[src/proportional_text_glyph_placer_defines.svh]
// Assertion macros shared by the glyph placer RTL.
// Depends on nothing; included by the modules that carry assertions.
`ifndef PROPORTIONAL_TEXT_GLYPH_PLACER_DEFINES_SVH
`define PROPORTIONAL_TEXT_GLYPH_PLACER_DEFINES_SVH

// General property, checked on every rising clock edge outside reset.
`define PTGP_ASSERT(lbl, clk, rst_n, prop, msg) \
  lbl: assert property (@(posedge clk) disable iff (!rst_n) prop) else $error(msg);

// Same-cycle implication, checked outside reset.
`define PTGP_ASSERT_IMPLIES(lbl, clk, rst_n, ante, cons, msg) \
  lbl: assert property (@(posedge clk) disable iff (!rst_n) (ante) |-> (cons)) else $error(msg);

`endif

[src/ptgp_pkg.sv]
// Shared types, codes and constants of the proportional text glyph placer.
// Depends on nothing; used by every module of the block.
package ptgp_pkg;

  localparam int unsigned GLYPH_COUNT_DEF = 94;
  localparam int unsigned PEN_WIDTH_DEF   = 24;
  localparam int unsigned QUEUE_DEPTH     = 2;

  localparam logic [7:0]  CHAR_NUL     = 8'd0;
  localparam logic [7:0]  CHAR_NEWLINE = 8'd10;
  localparam logic [7:0]  CHAR_SPACE   = 8'd32;
  localparam logic [7:0]  FIRST_GLYPH  = 8'd33;
  localparam logic [7:0]  LAST_GLYPH   = 8'd126;
  localparam logic [16:0] Q16_ONE      = 17'h10000;
  localparam int unsigned TO12_SCALE   = 4095;

  // Configuration reset values.
  localparam logic [16:0] START_X_RST        = 17'd0;
  localparam logic [16:0] START_Y_RST        = 17'd65536;
  localparam logic [15:0] LINE_SPACING_RST   = 16'd0;
  localparam logic [15:0] LETTER_SPACING_RST = 16'd0;
  localparam logic [23:0] PIXEL_SIZE_RST     = 24'd16384;
  localparam logic [7:0]  FONT_SIZE_RST      = 8'd16;
  localparam logic [23:0] TEXT_COLOUR_RST    = 24'hFFFFFF;

  typedef enum logic [2:0] {
    CFG_START_X        = 3'd0,
    CFG_START_Y        = 3'd1,
    CFG_LINE_SPACING   = 3'd2,
    CFG_LETTER_SPACING = 3'd3,
    CFG_PIXEL_SIZE     = 3'd4,
    CFG_FONT_SIZE      = 3'd5,
    CFG_TEXT_COLOUR    = 3'd6
  } cfg_idx_e;

  typedef enum logic [2:0] {
    ST_PLACED    = 3'd0,
    ST_MOVED     = 3'd1,
    ST_INVALID   = 3'd2,
    ST_OFFSCREEN = 3'd3,
    ST_LOADED    = 3'd4,
    ST_STOPPED   = 3'd5
  } status_e;

  typedef enum logic [2:0] {
    KIND_WIDTH,
    KIND_STOP,
    KIND_NEWLINE,
    KIND_SPACE,
    KIND_INVALID,
    KIND_GLYPH
  } kind_e;

  typedef enum logic [1:0] {
    BK_IDLE,
    BK_MUL1,
    BK_MUL2,
    BK_DONE
  } bk_state_e;

  typedef struct packed {
    kind_e      kind;
    logic       first;
    logic [6:0] glyph_idx;
    logic [6:0] width_index;
    logic [7:0] width_value;
  } item_t;

  typedef struct packed {
    logic [16:0] start_x;
    logic [16:0] start_y;
    logic [15:0] line_spacing;
    logic [15:0] letter_spacing;
    logic [23:0] pixel_size;
    logic [7:0]  font_size;
    logic [23:0] text_colour;
  } cfg_t;

  // floor(q * 4095 / 65536), for a position of at most 1.0 in Q16.
  function automatic logic [11:0] to_12bit(input logic [16:0] q);
    logic [28:0] p;
    p = 29'(q) * 29'(TO12_SCALE);
    return p[27:16];
  endfunction

endpackage

[src/ptgp_front.sv]
// Input stage: accepts transactions and classifies each character.
// Depends on ptgp_pkg.
module ptgp_front #(
  parameter int unsigned GLYPH_COUNT = ptgp_pkg::GLYPH_COUNT_DEF
) (
  input  logic              clk_i,
  input  logic              rst_ni,
  input  logic              in_valid_i,
  output logic              in_ready_o,
  input  logic              opcode_i,
  input  logic              first_i,
  input  logic [7:0]        char_code_i,
  input  logic [6:0]        width_index_i,
  input  logic [7:0]        width_value_i,
  output logic              item_valid_o,
  input  logic              item_ready_i,
  output ptgp_pkg::item_t   item_o
);

  localparam logic [8:0] GlyphLimit = 9'(GLYPH_COUNT);

  logic            fr_valid_q, fr_valid_d;
  ptgp_pkg::item_t fr_item_q, cls_item;
  logic [7:0]      gi;
  logic            accept, push;

  always_comb begin
    gi                   = char_code_i - ptgp_pkg::FIRST_GLYPH;
    cls_item.first       = first_i;
    cls_item.glyph_idx   = gi[6:0];
    cls_item.width_index = width_index_i;
    cls_item.width_value = width_value_i;
    if (opcode_i) begin
      cls_item.kind = ptgp_pkg::KIND_WIDTH;
    end else if (char_code_i == ptgp_pkg::CHAR_NUL) begin
      cls_item.kind = ptgp_pkg::KIND_STOP;
    end else if (char_code_i == ptgp_pkg::CHAR_NEWLINE) begin
      cls_item.kind = ptgp_pkg::KIND_NEWLINE;
    end else if (char_code_i == ptgp_pkg::CHAR_SPACE) begin
      cls_item.kind = ptgp_pkg::KIND_SPACE;
    end else if (char_code_i >= ptgp_pkg::FIRST_GLYPH && char_code_i <= ptgp_pkg::LAST_GLYPH
                 && {1'b0, gi} < GlyphLimit) begin
      cls_item.kind = ptgp_pkg::KIND_GLYPH;
    end else begin
      cls_item.kind = ptgp_pkg::KIND_INVALID;
    end
  end

  assign push         = fr_valid_q && item_ready_i;
  assign in_ready_o   = !fr_valid_q || item_ready_i;
  assign accept       = in_valid_i && in_ready_o;
  assign fr_valid_d   = accept || (fr_valid_q && !push);
  assign item_valid_o = fr_valid_q;
  assign item_o       = fr_item_q;

  always_ff @(posedge clk_i or negedge rst_ni) begin
    if (!rst_ni) begin
      fr_valid_q <= 1'b0;
    end else begin
      fr_valid_q <= fr_valid_d;
    end
  end

  always_ff @(posedge clk_i) begin
    if (accept) begin
      fr_item_q <= cls_item;
    end
  end

endmodule

[src/ptgp_queue.sv]
// Short queue of classified items between the front and back stages.
// Depends on ptgp_pkg and the assertion macro header.
`include "proportional_text_glyph_placer_defines.svh"
module ptgp_queue (
  input  logic            clk_i,
  input  logic            rst_ni,
  input  logic            push_i,
  input  ptgp_pkg::item_t push_item_i,
  output logic            full_o,
  input  logic            pop_i,
  output logic            empty_o,
  output ptgp_pkg::item_t head_o
);

  localparam int unsigned Depth = ptgp_pkg::QUEUE_DEPTH;
  localparam int unsigned AddrW = (Depth > 1) ? $clog2(Depth) : 1;

  ptgp_pkg::item_t  entries_q [Depth];
  logic [AddrW:0]   wptr_q, wptr_d, rptr_q, rptr_d;

  assign empty_o = (wptr_q == rptr_q);
  assign full_o  = (wptr_q[AddrW] != rptr_q[AddrW]) &&
                   (wptr_q[AddrW-1:0] == rptr_q[AddrW-1:0]);
  assign head_o  = entries_q[rptr_q[AddrW-1:0]];
  assign wptr_d  = push_i ? wptr_q + 1'b1 : wptr_q;
  assign rptr_d  = pop_i ? rptr_q + 1'b1 : rptr_q;

  always_ff @(posedge clk_i or negedge rst_ni) begin
    if (!rst_ni) begin
      wptr_q <= '0;
      rptr_q <= '0;
    end else begin
      wptr_q <= wptr_d;
      rptr_q <= rptr_d;
    end
  end

  always_ff @(posedge clk_i) begin
    if (push_i) begin
      entries_q[wptr_q[AddrW-1:0]] <= push_item_i;
    end
  end

  `PTGP_ASSERT_IMPLIES(a_no_overflow, clk_i, rst_ni, push_i, !full_o, "push into full queue")
  `PTGP_ASSERT_IMPLIES(a_no_underflow, clk_i, rst_ni, pop_i, !empty_o, "pop from empty queue")
  `PTGP_ASSERT(a_ptr_span, clk_i, rst_ni, (wptr_q - rptr_q) <= (AddrW+1)'(Depth), "queue count exceeds depth")

endmodule

[src/ptgp_back.sv]
// Execution stage: glyph width table, advance multiplies, pen state and result register.
// Depends on ptgp_pkg and the assertion macro header.
`include "proportional_text_glyph_placer_defines.svh"
module ptgp_back #(
  parameter int unsigned GLYPH_COUNT = ptgp_pkg::GLYPH_COUNT_DEF,
  parameter int unsigned PEN_WIDTH   = ptgp_pkg::PEN_WIDTH_DEF
) (
  input  logic            clk_i,
  input  logic            rst_ni,
  input  ptgp_pkg::cfg_t  cfg_i,
  input  logic            empty_i,
  input  ptgp_pkg::item_t head_i,
  output logic            pop_o,
  output logic            out_valid_o,
  input  logic            out_ready_i,
  output logic [2:0]      status_o,
  output logic [31:0]     place_word_o,
  output logic [31:0]     style_word_o
);

  localparam int unsigned IdxW = (GLYPH_COUNT > 1) ? $clog2(GLYPH_COUNT) : 1;
  localparam int unsigned AdvW = 29;
  localparam int unsigned SumW = ((PEN_WIDTH > AdvW) ? PEN_WIDTH : AdvW) + 1;
  localparam logic [PEN_WIDTH-1:0] PenMax = {PEN_WIDTH{1'b1}};
  localparam logic [7:0] GlyphLimit = 8'(GLYPH_COUNT);

  ptgp_pkg::bk_state_e  state_q, state_d;
  ptgp_pkg::item_t      cur_q;
  logic                 fire, rd_en, tbl_we;
  logic [IdxW-1:0]      rd_idx, wr_idx;

  logic [7:0]           tbl_mem [GLYPH_COUNT];
  logic [GLYPH_COUNT-1:0] tbl_vld_q;
  logic [7:0]           rd_data_q;
  logic                 rd_vld_q;

  logic [31:0]          prod1_q, prod1_d;
  logic [23:0]          small_q, small_d;
  logic [40:0]          prod2_q, prod2_d;
  logic [32:0]          sum33;
  logic [7:0]           w_eff;

  logic [PEN_WIDTH-1:0] pen_x_q, pen_x_d, pen_y_q, pen_y_d;
  logic                 stopped_q, stopped_d;
  logic [SumW-1:0]      glyph_sum, space_sum, drop_ext;
  logic                 offscreen;

  ptgp_pkg::status_e    res_status;
  logic [31:0]          res_place, res_style;
  logic                 out_valid_q;
  logic [2:0]           out_status_q;
  logic [31:0]          out_place_q, out_style_q;

  // Sequencer: next state.
  always_comb begin
    state_d = state_q;
    case (state_q)
      ptgp_pkg::BK_IDLE: begin
        if (!empty_i) begin
          state_d = ptgp_pkg::BK_MUL1;
        end
      end
      ptgp_pkg::BK_MUL1: state_d = ptgp_pkg::BK_MUL2;
      ptgp_pkg::BK_MUL2: state_d = ptgp_pkg::BK_DONE;
      ptgp_pkg::BK_DONE: begin
        if (!out_valid_q || out_ready_i) begin
          state_d = ptgp_pkg::BK_IDLE;
        end
      end
      default: state_d = ptgp_pkg::BK_IDLE;
    endcase
  end

  // Sequencer: outputs.
  always_comb begin
    pop_o = 1'b0;
    rd_en = 1'b0;
    fire  = 1'b0;
    case (state_q)
      ptgp_pkg::BK_IDLE: begin
        pop_o = !empty_i;
        rd_en = !empty_i && (head_i.kind == ptgp_pkg::KIND_GLYPH);
      end
      ptgp_pkg::BK_DONE: fire = !out_valid_q || out_ready_i;
      default: ;
    endcase
  end

  assign rd_idx = head_i.glyph_idx[IdxW-1:0];
  assign wr_idx = cur_q.width_index[IdxW-1:0];

  // Multiply chain: width times pixel size, then font size times the sum.
  always_comb begin
    w_eff   = rd_vld_q ? rd_data_q : 8'd0;
    prod1_d = 32'(w_eff) * 32'(cfg_i.pixel_size);
    small_d = 24'((cur_q.kind == ptgp_pkg::KIND_NEWLINE) ? cfg_i.line_spacing
                                                          : cfg_i.letter_spacing)
              * 24'(cfg_i.font_size);
    sum33   = 33'(prod1_q) + {9'd0, cfg_i.letter_spacing, 8'd0};
    prod2_d = 41'(sum33) * 41'(cfg_i.font_size);
  end

  // Result and pen update.
  always_comb begin
    glyph_sum = SumW'(pen_x_q) + SumW'(prod2_q[40:12]);
    space_sum = SumW'(pen_x_q) + SumW'(small_q[23:2]);
    drop_ext  = SumW'(small_q[23:4]);
    offscreen = (SumW'(pen_x_q) > SumW'(ptgp_pkg::Q16_ONE)) ||
                (SumW'(pen_y_q) > SumW'(ptgp_pkg::Q16_ONE));
    pen_x_d    = pen_x_q;
    pen_y_d    = pen_y_q;
    stopped_d  = stopped_q;
    res_place  = '0;
    res_style  = '0;
    tbl_we     = 1'b0;
    res_status = ptgp_pkg::ST_LOADED;

    if (cur_q.kind == ptgp_pkg::KIND_WIDTH) begin
      res_status = ptgp_pkg::ST_LOADED;
      tbl_we     = fire && ({1'b0, cur_q.width_index} < GlyphLimit);
    end else if (stopped_q || cur_q.kind == ptgp_pkg::KIND_STOP) begin
      res_status = ptgp_pkg::ST_STOPPED;
      if (fire) begin
        stopped_d = 1'b1;
      end
    end else if (cur_q.kind == ptgp_pkg::KIND_NEWLINE) begin
      res_status = ptgp_pkg::ST_MOVED;
      if (fire) begin
        pen_x_d = PEN_WIDTH'(cfg_i.start_x);
        // A drop below the bottom edge parks the pen where later glyphs are off-screen.
        pen_y_d = (drop_ext > SumW'(pen_y_q)) ? PenMax : pen_y_q - drop_ext[PEN_WIDTH-1:0];
      end
    end else if (cur_q.kind == ptgp_pkg::KIND_SPACE) begin
      res_status = ptgp_pkg::ST_MOVED;
      if (fire) begin
        pen_x_d = (space_sum > SumW'(PenMax)) ? PenMax : space_sum[PEN_WIDTH-1:0];
      end
    end else if (cur_q.kind == ptgp_pkg::KIND_GLYPH) begin
      if (offscreen) begin
        res_status = ptgp_pkg::ST_OFFSCREEN;
      end else begin
        res_status = ptgp_pkg::ST_PLACED;
        res_place  = {1'b0, cur_q.glyph_idx,
                      ptgp_pkg::to_12bit(pen_y_q[16:0]),
                      ptgp_pkg::to_12bit(pen_x_q[16:0])};
        res_style  = {cfg_i.font_size, cfg_i.text_colour};
        if (fire) begin
          pen_x_d = (glyph_sum > SumW'(PenMax)) ? PenMax : glyph_sum[PEN_WIDTH-1:0];
        end
      end
    end else begin
      res_status = ptgp_pkg::ST_INVALID;
    end

    // The first flag reloads the pen as the item leaves the queue.
    if (pop_o && head_i.kind != ptgp_pkg::KIND_WIDTH && head_i.first) begin
      pen_x_d   = PEN_WIDTH'(cfg_i.start_x);
      pen_y_d   = PEN_WIDTH'(cfg_i.start_y);
      stopped_d = 1'b0;
    end
  end

  always_ff @(posedge clk_i or negedge rst_ni) begin
    if (!rst_ni) begin
      state_q     <= ptgp_pkg::BK_IDLE;
      pen_x_q     <= PEN_WIDTH'(ptgp_pkg::START_X_RST);
      pen_y_q     <= PEN_WIDTH'(ptgp_pkg::START_Y_RST);
      stopped_q   <= 1'b0;
      tbl_vld_q   <= '0;
      rd_vld_q    <= 1'b0;
      out_valid_q <= 1'b0;
    end else begin
      state_q     <= state_d;
      pen_x_q     <= pen_x_d;
      pen_y_q     <= pen_y_d;
      stopped_q   <= stopped_d;
      out_valid_q <= fire || (out_valid_q && !out_ready_i);
      if (tbl_we) begin
        tbl_vld_q[wr_idx] <= 1'b1;
      end
      if (rd_en) begin
        rd_vld_q <= tbl_vld_q[rd_idx];
      end
    end
  end

  always_ff @(posedge clk_i) begin
    if (tbl_we) begin
      tbl_mem[wr_idx] <= cur_q.width_value;
    end
    if (rd_en) begin
      rd_data_q <= tbl_mem[rd_idx];
    end
  end

  always_ff @(posedge clk_i) begin
    if (pop_o) begin
      cur_q <= head_i;
    end
    if (state_q == ptgp_pkg::BK_MUL1) begin
      prod1_q <= prod1_d;
      small_q <= small_d;
    end
    if (state_q == ptgp_pkg::BK_MUL2) begin
      prod2_q <= prod2_d;
    end
    if (fire) begin
      out_status_q <= res_status;
      out_place_q  <= res_place;
      out_style_q  <= res_style;
    end
  end

  assign out_valid_o  = out_valid_q;
  assign status_o     = out_status_q;
  assign place_word_o = out_place_q;
  assign style_word_o = out_style_q;

  `PTGP_ASSERT_IMPLIES(a_words_zero, clk_i, rst_ni, out_valid_q && out_status_q != ptgp_pkg::ST_PLACED, out_place_q == '0 && out_style_q == '0, "result words set without a placed glyph")
  `PTGP_ASSERT(a_stop_sticks, clk_i, rst_ni, fire && cur_q.kind == ptgp_pkg::KIND_STOP |=> stopped_q, "NUL did not stop the string")
  `PTGP_ASSERT(a_result_from_done, clk_i, rst_ni, $rose(out_valid_q) |-> $past(state_q) == ptgp_pkg::BK_DONE, "result appeared outside the final step")

endmodule

[src/proportional_text_glyph_placer.sv]
// Top level of the proportional text glyph placer: ports, configuration registers
// and the front, queue and back stages. Depends on ptgp_pkg and the ptgp_* modules.
//
// Usage: each slave-side transaction carries one character to place or one glyph
// width to load (selected by tuser). Each is answered by exactly one master-side
// transaction: a status code on tuser and, for a placed glyph, a packed position
// word and a style word on tdata. Configuration is written through cfg_we_i,
// cfg_idx_i and cfg_data_i while the block is idle; indexes beyond the list are
// ignored.
// The back stage handles one item at a time: it reads the glyph width table, runs
// two dependent multiplies and then updates the pen, and it pops the next item only
// once the result register has taken the current result. The front stage and a
// two-entry queue keep taking input while the back stage works or the result
// register waits on a stalled receiver; a stalled receiver holds the result and
// eventually backs up to s_axis_tready_o.
// Reset clears all pen, stop and table state at once (no clearing pass): the pen
// returns to the reset start position and every glyph width reads as zero.
module proportional_text_glyph_placer #(
  parameter int unsigned GLYPH_COUNT = ptgp_pkg::GLYPH_COUNT_DEF,
  parameter int unsigned PEN_WIDTH   = ptgp_pkg::PEN_WIDTH_DEF
) (
  input  logic        clk_i,
  input  logic        rst_ni,
  input  logic        s_axis_tvalid_i,
  output logic        s_axis_tready_o,
  input  logic [23:0] s_axis_tdata_i,   // first, char_code, width_index, width_value
  input  logic [0:0]  s_axis_tuser_i,   // opcode
  output logic        m_axis_tvalid_o,
  input  logic        m_axis_tready_i,
  output logic [63:0] m_axis_tdata_o,   // place_word, style_word
  output logic [2:0]  m_axis_tuser_o,   // status
  input  logic        cfg_we_i,
  input  logic [2:0]  cfg_idx_i,
  input  logic [23:0] cfg_data_i
);

  ptgp_pkg::cfg_t  cfg_q;
  ptgp_pkg::item_t fr_item, head_item;
  logic            fr_valid, q_full, q_empty, q_pop;
  logic [31:0]     place_word, style_word;

  // Configuration registers; a write takes effect at the next edge.
  always_ff @(posedge clk_i or negedge rst_ni) begin
    if (!rst_ni) begin
      cfg_q.start_x        <= ptgp_pkg::START_X_RST;
      cfg_q.start_y        <= ptgp_pkg::START_Y_RST;
      cfg_q.line_spacing   <= ptgp_pkg::LINE_SPACING_RST;
      cfg_q.letter_spacing <= ptgp_pkg::LETTER_SPACING_RST;
      cfg_q.pixel_size     <= ptgp_pkg::PIXEL_SIZE_RST;
      cfg_q.font_size      <= ptgp_pkg::FONT_SIZE_RST;
      cfg_q.text_colour    <= ptgp_pkg::TEXT_COLOUR_RST;
    end else if (cfg_we_i) begin
      case (cfg_idx_i)
        ptgp_pkg::CFG_START_X:        cfg_q.start_x        <= cfg_data_i[16:0];
        ptgp_pkg::CFG_START_Y:        cfg_q.start_y        <= cfg_data_i[16:0];
        ptgp_pkg::CFG_LINE_SPACING:   cfg_q.line_spacing   <= cfg_data_i[15:0];
        ptgp_pkg::CFG_LETTER_SPACING: cfg_q.letter_spacing <= cfg_data_i[15:0];
        ptgp_pkg::CFG_PIXEL_SIZE:     cfg_q.pixel_size     <= cfg_data_i;
        ptgp_pkg::CFG_FONT_SIZE:      cfg_q.font_size      <= cfg_data_i[7:0];
        ptgp_pkg::CFG_TEXT_COLOUR:    cfg_q.text_colour    <= cfg_data_i;
        default: ;
      endcase
    end
  end

  // Front: register the transaction and classify the character.
  ptgp_front #(
    .GLYPH_COUNT (GLYPH_COUNT)
  ) u_front (
    .clk_i         (clk_i),
    .rst_ni        (rst_ni),
    .in_valid_i    (s_axis_tvalid_i),
    .in_ready_o    (s_axis_tready_o),
    .opcode_i      (s_axis_tuser_i[0]),
    .first_i       (s_axis_tdata_i[0]),
    .char_code_i   (s_axis_tdata_i[8:1]),
    .width_index_i (s_axis_tdata_i[15:9]),
    .width_value_i (s_axis_tdata_i[23:16]),
    .item_valid_o  (fr_valid),
    .item_ready_i  (!q_full),
    .item_o        (fr_item)
  );

  // Queue decoupling the front from the back.
  ptgp_queue u_queue (
    .clk_i       (clk_i),
    .rst_ni      (rst_ni),
    .push_i      (fr_valid && !q_full),
    .push_item_i (fr_item),
    .full_o      (q_full),
    .pop_i       (q_pop),
    .empty_o     (q_empty),
    .head_o      (head_item)
  );

  // Back: table, multiplies, pen state and the result register.
  ptgp_back #(
    .GLYPH_COUNT (GLYPH_COUNT),
    .PEN_WIDTH   (PEN_WIDTH)
  ) u_back (
    .clk_i        (clk_i),
    .rst_ni       (rst_ni),
    .cfg_i        (cfg_q),
    .empty_i      (q_empty),
    .head_i       (head_item),
    .pop_o        (q_pop),
    .out_valid_o  (m_axis_tvalid_o),
    .out_ready_i  (m_axis_tready_i),
    .status_o     (m_axis_tuser_o),
    .place_word_o (place_word),
    .style_word_o (style_word)
  );

  assign m_axis_tdata_o = {style_word, place_word};

endmodule

[config.mk]
export PLATFORM = sky130hd
export DESIGN_NAME = proportional_text_glyph_placer
export DESIGN_NICKNAME = d
export VERILOG_FILES = /design/src/ptgp_pkg.sv /design/src/ptgp_front.sv /design/src/ptgp_queue.sv /design/src/ptgp_back.sv /design/src/proportional_text_glyph_placer.sv
export VERILOG_INCLUDE_DIRS = /design/src /design/src/src
export SDC_FILE = /design/constraint.sdc
export NUM_CORES = 2
export LEC_CHECK = 0
export ABC_CLOCK_PERIOD_IN_PS = 7700
export CORE_MARGIN = 2
export CORE_UTILIZATION = 55
export CTS_CLUSTER_SIZE = 16
export DETAILED_ROUTE_END_ITERATION = 16
export DONT_BUFFER_PORTS = 1
export GPL_TIMING_DRIVEN = 0
export PLACE_DENSITY = 0.69
export SYNTH_ARGS = -nofsm -noshare
export SYNTH_HDL_FRONTEND = slang
export SYNTH_HIERARCHICAL = 1
export SYNTH_SLANG_ARGS = --single-unit
[constraint.sdc]
create_clock -name clk_i -period 7.7 [get_ports clk_i]
set_input_delay 0 -clock clk_i [delete_from_list [all_inputs] [get_ports clk_i]]
set_output_delay 0 -clock clk_i [all_outputs]
set_load 0.05 [all_outputs]
---- Yosys cells after proc, flatten, opt, wreduce, memory -nomap -nowiden ----
Memory sizes are Yosys's and may differ from the RTL's. A register that Yosys moved wholly into a read port is not among the register bits.
Cells that the tools add are included.
storage, ports and cells
  latch bits .............................. 0
  bits in read-only memories .............. 0
  memories ................................ 2
  input port bits ......................... 57
  output and inout port bits .............. 69
  memory bits (writable) .................. 804
  bits in registers ....................... 489
operators by class
  bitwise logic cells ..................... 2
  multipliers ............................. 5
  equality and inequality tests ........... 24
  shifts and indexed selects .............. 0
  reduce and logical (&&, ||, !) cells .... 50
  add/subtract/negate cells ............... 7
  multiplexer cells ....................... 48
  div/mod/pow operators ................... 0
  $lt $le $gt $ge ......................... 12
memory list
  memory             depth  bits a word  read ports  clocked after memory_dff  write ports  RTL line          source
  u_back.tbl_mem     94     8            1           1                         1            ptgp_back.sv:32   logic [7:0] tbl_mem [GLYPH_COUNT];
  u_queue.entries_q  2      26           1           0                         1            ptgp_queue.sv:18  ptgp_pkg::item_t entries_q [Depth];
operators with widths
  operator                                                                             number
  24-bit two-way mux                                                                   18
  94-bit bitwise OR                                                                    1
  30-bit by 24-bit > comparator with 1-bit output, second input constant               2
  17-bit by 12-bit multiplier with 28-bit output, second input constant                2
  24-bit by 17-bit > comparator with 1-bit output, second input constant               2
  33-bit by 8-bit multiplier with 41-bit output                                        1
  32-bit by 24-bit adder with 33-bit output                                            1
  8-bit by 24-bit multiplier with 32-bit output                                        1
  24-bit by 29-bit adder with 30-bit output                                            1
  24-bit by 22-bit adder with 25-bit output                                            1
  20-bit by 24-bit > comparator with 1-bit output                                      1
  24-bit by 8-bit multiplier with 24-bit output                                        1
  24-bit by 20-bit subtractor with 24-bit output                                       1
  1-bit two-way mux                                                                    17
  7-bit by 8-bit less-than comparator with 1-bit output, second input constant         2
  16-bit two-way mux                                                                   1
  2-bit AND reduction                                                                  8
  3-bit == test, second input constant                                                 5
  3-bit by 2-bit == test with 1-bit output, second input constant                      4
  1-bit logical AND                                                                    12
  2-bit two-way mux                                                                    6
  8-bit by 4-bit == test with 1-bit output, second input constant                      1
  8-bit by 6-bit == test with 1-bit output, second input constant                      1
  8-bit by 6-bit greater-or-equal comparator with 1-bit output, second input constant  1
  other kinds (36)                                                                     57

---- Depth between registers and ports, before layout ----
  word-level depth ........................ 11
  gate-level depth with buffers ........... 30
  depth with buffers taken out ............ 30

---- Modules after synthesis ----
The synthesis kept the hierarchy.
by module, submodules not included
  module                          cells an instance  times used  area an instance (um^2)  seq. area each (um^2)
  ptgp_back                       5348               1           70727.8                  31726.7
  proportional_text_glyph_placer  268                1           4694.5                   3086.7
  ptgp_queue                      96                 1           2098.3                   1661.6
  ptgp_front                      74                 1           1109.8                   805.8

---- Worst setup path before layout ----
Ideal clock, no wire load.
  path kind ............................... reg-to-reg
  from .................................... register cfg_q[56] (netlist bit)
  to ...................................... register u_back.prod2_q[40] (data pin)
  setup slack ............................. 0.728 ns
  period minus slack after synthesis ...... 6.972 ns
  arrival time ............................ 6.712 ns
  cell stages (with the launch flop) ...... 30
  setup time .............................. 0.260 ns
  required time ........................... 7.440 ns
  path through ............................ dfrtp_1 ha_1 inv_1 fa_1 nor2b_1 o21ai_0 a21boi_1 o211ai_1 a21o_1 a31oi_4 a21o_2 nor4b_1 a211oi_1 nor2b_1 fa_1 fa_1 fa_1 inv_1 fa_1 inv_1 ha_1 a21oi_1 o21a_1 nand2_1 or2_2 o211a_1 nor4_1 o41ai_1 a21oi_1 xnor2_1
on the way
  word-level cells in the longest chain between the ends .. 2
RTL lines
  element                                        RTL line                              source
  from (decl)                                    proportional_text_glyph_placer.sv:37  ptgp_pkg::cfg_t cfg_q;
  32-bit by 24-bit adder with 33-bit output      ptgp_back.sv:99                       sum33 = 33'(prod1_q) + {9'd0, cfg_i.letter_spacing, 8'd0};
  33-bit by 8-bit multiplier with 41-bit output  ptgp_back.sv:100                      prod2_d = 41'(sum33) * 41'(cfg_i.font_size);
  via u_back.prod2_d[40]                         ptgp_back.sv:39                       logic [40:0] prod2_q, prod2_d;
  to (signal assigned)                           ptgp_back.sv:205                      prod2_q <= prod2_d;
  to (decl)                                      ptgp_back.sv:39
The timed path passes the listed nets, and every way through them passes these cells.
A chain may end at the register's enable or synchronous reset.

---- Worst setup path in the final report ----
  from .................................... register cfg_q[57] (netlist bit)
  to ...................................... register u_back.prod2_q[40] (data pin)
The elaborated chain is that of the path after synthesis.

==> impl_metrics.env <==
export IMPL_status="finished, violations left"
export IMPL_violations="capacitance limit, slew limit"
export IMPL_yosys_warnings=6
export IMPL_cp_slowest_cell="fa_1"
export IMPL_initial_core_util=0.555
export IMPL_ios=126
export IMPL_critical_path_cell_count=26
export IMPL_cp_num_buf_inv=0
export IMPL_synth_flop_cell="edfxtp_1"
export IMPL_dr_max_layer_used="met5"
export IMPL_vias_per_cell=5.98
export IMPL_route_met2_wl_mm=104
export IMPL_critPathKind="reg -> reg"
export IMPL_critPathLaunchType="register"
export IMPL_synth_top_area_frac=0.386
export IMPL_required_ps=8200
export IMPL_io_buffers=0
export IMPL_place_gp_congestion=0.937
export IMPL_cts_max_level=4
export IMPL_cp_endpoint="u_back/prod2_q[40]$_DFFE_PP_"
export IMPL_num_fill_cells=10700
export IMPL_synth_cells=5786
export IMPL_r2r_cells=26
export IMPL_fin_worst_skew_ps=62.0
export IMPL_tightest_slew_ps=1500
export IMPL_setup_violations=0
export IMPL_clk_latency_ps=810
export IMPL_rows=138
export IMPL_stdcell_area_mm2=0.0878
export IMPL_areaGrowthSynthToFinish_pct=11.7
export IMPL_track_usage=0.292
export IMPL_syn_area_per_cell_um2=13.6
export IMPL_nNetsFinal=7101
export IMPL_synth_edf_count=1012
export IMPL_fin_crit_ps=7410
export IMPL_wl_met1_mm=79.1
export IMPL_hpwlAfterDp_mm=152
export IMPL_grt_overflow=0
export IMPL_cpPeakStageDelay_ps=580
export IMPL_ys_seq_elements=1286
export IMPL_root_buffer="clkbuf_16"
export IMPL_grt_pass1_wl_mm=316
export IMPL_design_die_area_mm2=0.146
export IMPL_r2r_slack_ps=290
export IMPL_die_height_um=382
export IMPL_antenna_found_initial=6
export IMPL_synth_fp_nets=6819
export IMPL_cts_clk_slew_worst_paths_ps=60
export IMPL_cts_buffers=137
export IMPL_crit_family="compound AO/OA/AOI/OAI gates"
export IMPL_wl_per_cell_um=25.8
export IMPL_crit_fanout=7
export IMPL_first_global_vias=50500
export IMPL_grt_max_degree=275
export IMPL_final_common_cell="edfxtp_1"
export IMPL_cts_buffer_depth=3
export IMPL_syn_area_mm2=0.0786
export IMPL_maxSlewViolCount=1
export IMPL_drc=0
export IMPL_crit_path_start="cfg_q[57]$_DFFE_PN0P_"
export IMPL_drt_first_pass_iters=5
export IMPL_drive_gt1_frac=0.156
export IMPL_tns_ps=0
export IMPL_route_met3_wl_mm=13.8
export IMPL_synth_area_leaders="edfxtp_1 39%, fa_1 16%, dfrtp_1 7.8%"
export IMPL_maxCapViolCount=1
export IMPL_crit_arrival_ps=7920
export IMPL_fmax_ghz=0.135
export IMPL_slew_headroom=-0.0114
export IMPL_r2r_end="u_back/prod2_q[40]$_DFFE_PP_"
export IMPL_vias=48300
export IMPL_wirelength_mm=209
export IMPL_clock_sink_count=1286
export IMPL_hold_class="in -> reg"
export IMPL_coreArea_mm2=0.142
export IMPL_yosys_area_top_type="edfxtp_1"
export IMPL_cp_end_kind="register"
export IMPL_first_iter_violations=4300
export IMPL_final_cell_mix="1012 x edfxtp_1, 702 x inv_1, 613 x fa_1"
export IMPL_dpl_cell_area_mm2=0.0818
export IMPL_finalCritPeriodShare=0.963
export IMPL_final_hold_viol_count=0
export IMPL_reg2reg_from="cfg_q[57]$_DFFE_PN0P_"
export IMPL_synth_cell_types=105
export IMPL_ys_seq_area_frac=0.474
export IMPL_ant_nets=0
export IMPL_tritoncts="done"
export IMPL_die_width_um=382
export IMPL_synth_async_sr_flop_share=0.213
## metal layers
metal,GRT usage,up-vias
met1,0.372,24900
met4,0.144,6
met5,0,-
met3,0.0428,473
met2,0.492,2002
li1,-,20900
## flip-flops by register name, summed over array words and instances, names as in the netlist, 29 cells and up
signal / count
u_back/prod2_q: 29
u_back/tbl_vld_q: 94
u_back/tbl_mem: 752
u_queue/entries_q: 52
u_back/prod1_q: 32
u_back/style_word_o: 32
cfg_q: 122
u_back/place_word_o: 31
## Yosys cell counts, types with 14 or more instances
cell / count
edfxtp_1: 1012
a21o_1: 71
buf_2: 41
mux2_4: 20
nand2b_1: 37
nand2_1: 383
o21a_1: 33
nor3_1: 37
and3_1: 103
xnor2_1: 110
or2_2: 113
o221ai_1: 14
inv_1: 703
a211oi_1: 24
nor2_1: 253
o21bai_1: 17
xor2_1: 52
or3_1: 16
a31oi_1: 32
nand4_1: 18
a21oi_1: 139
mux4_2: 270
nand3_1: 51
ha_1: 363
clkbuf_1: 136
fa_1: 613
nor2b_1: 93
o211ai_1: 29
dfstp_2: 28
mux2_2: 151
dfrtp_1: 246
o21ai_0: 107
and2_1: 224
mux2i_1: 17
## per-stage QoR
step / utilization / cells / setup WS (ps) / hold WS, ps
after floorplan: - / 5786 / 728 / -296
after global placement: 0.571 / 7676 / -596 / -241
after detailed placement: 0.577 / 7706 / -349 / -241
after CTS: 0.617 / 8059 / 15.4 / 7.09
after global routing: 0.619 / 8070 / -18.5 / 59.9
final: 0.620 / 8072 / 286 / 49.1
## cell type report
cell class,count,area [um2],area share
inverters,704,2650,0.0301
repair buffers,143,1960,0.0223
flip-flops and latches,1286,37300,0.425
clock inverters,71,830,0.00945
plain buffers,201,901,0.0103
multi-input cells,3595,38100,0.434
clock buffers,180,3710,0.0423
well taps,1890,2360,0.0269
diodes,2,5.00,0.0000570
## worst min-delay path by stage
stage	from	endpoint	depth (start not counted)
6_report	cfg_data_i[19]	cfg_q[19]$_DFFE_PN1P_	2
5_1_grt	cfg_data_i[17]	cfg_q[17]$_DFFE_PN1P_	2
4_1_cts	s_axis_tdata_i[3]	u_front/item_o[18]$_DFFE_PP_	3
3_5_place_dp	rst_ni	cfg_q[29]$_DFFE_PN0P_	0
3_3_place_gp	rst_ni	cfg_q[30]$_DFFE_PN0P_	0
2_1_floorplan	rst_ni	cfg_q[100]$_DFFE_PN0P_	0
## cells by family (layout without fill, tap and decap cells)
group                      after synthesis  after routing  synth area share
buffers and inverters                  905           1299            0.0450
adders and majority gates              976            976             0.214
DFF                                   1286           1286             0.474
other                                    1              3         0.0000477
and+or+nand+nor                       1392           1392            0.0910
AOI/OAI and AO/OA                      603            603            0.0524
muxes                                  458            458             0.105
xor gates and xnor gates               165            165            0.0187
## what timing repair did
item / CTS / global route
cloned: 0 / 0
buffers inserted: 2 / 9
endpoints found under the setup margin: 4 / 12
hold buffers: 100 / 1
pin swaps: 2 / 10
endpoints found under the hold margin: 426 / 45
gates resized for setup: 9 / 32
Power is not shown: default switching activity piles up to over one toggle a cycle in this logic, so the estimate is an artifact.
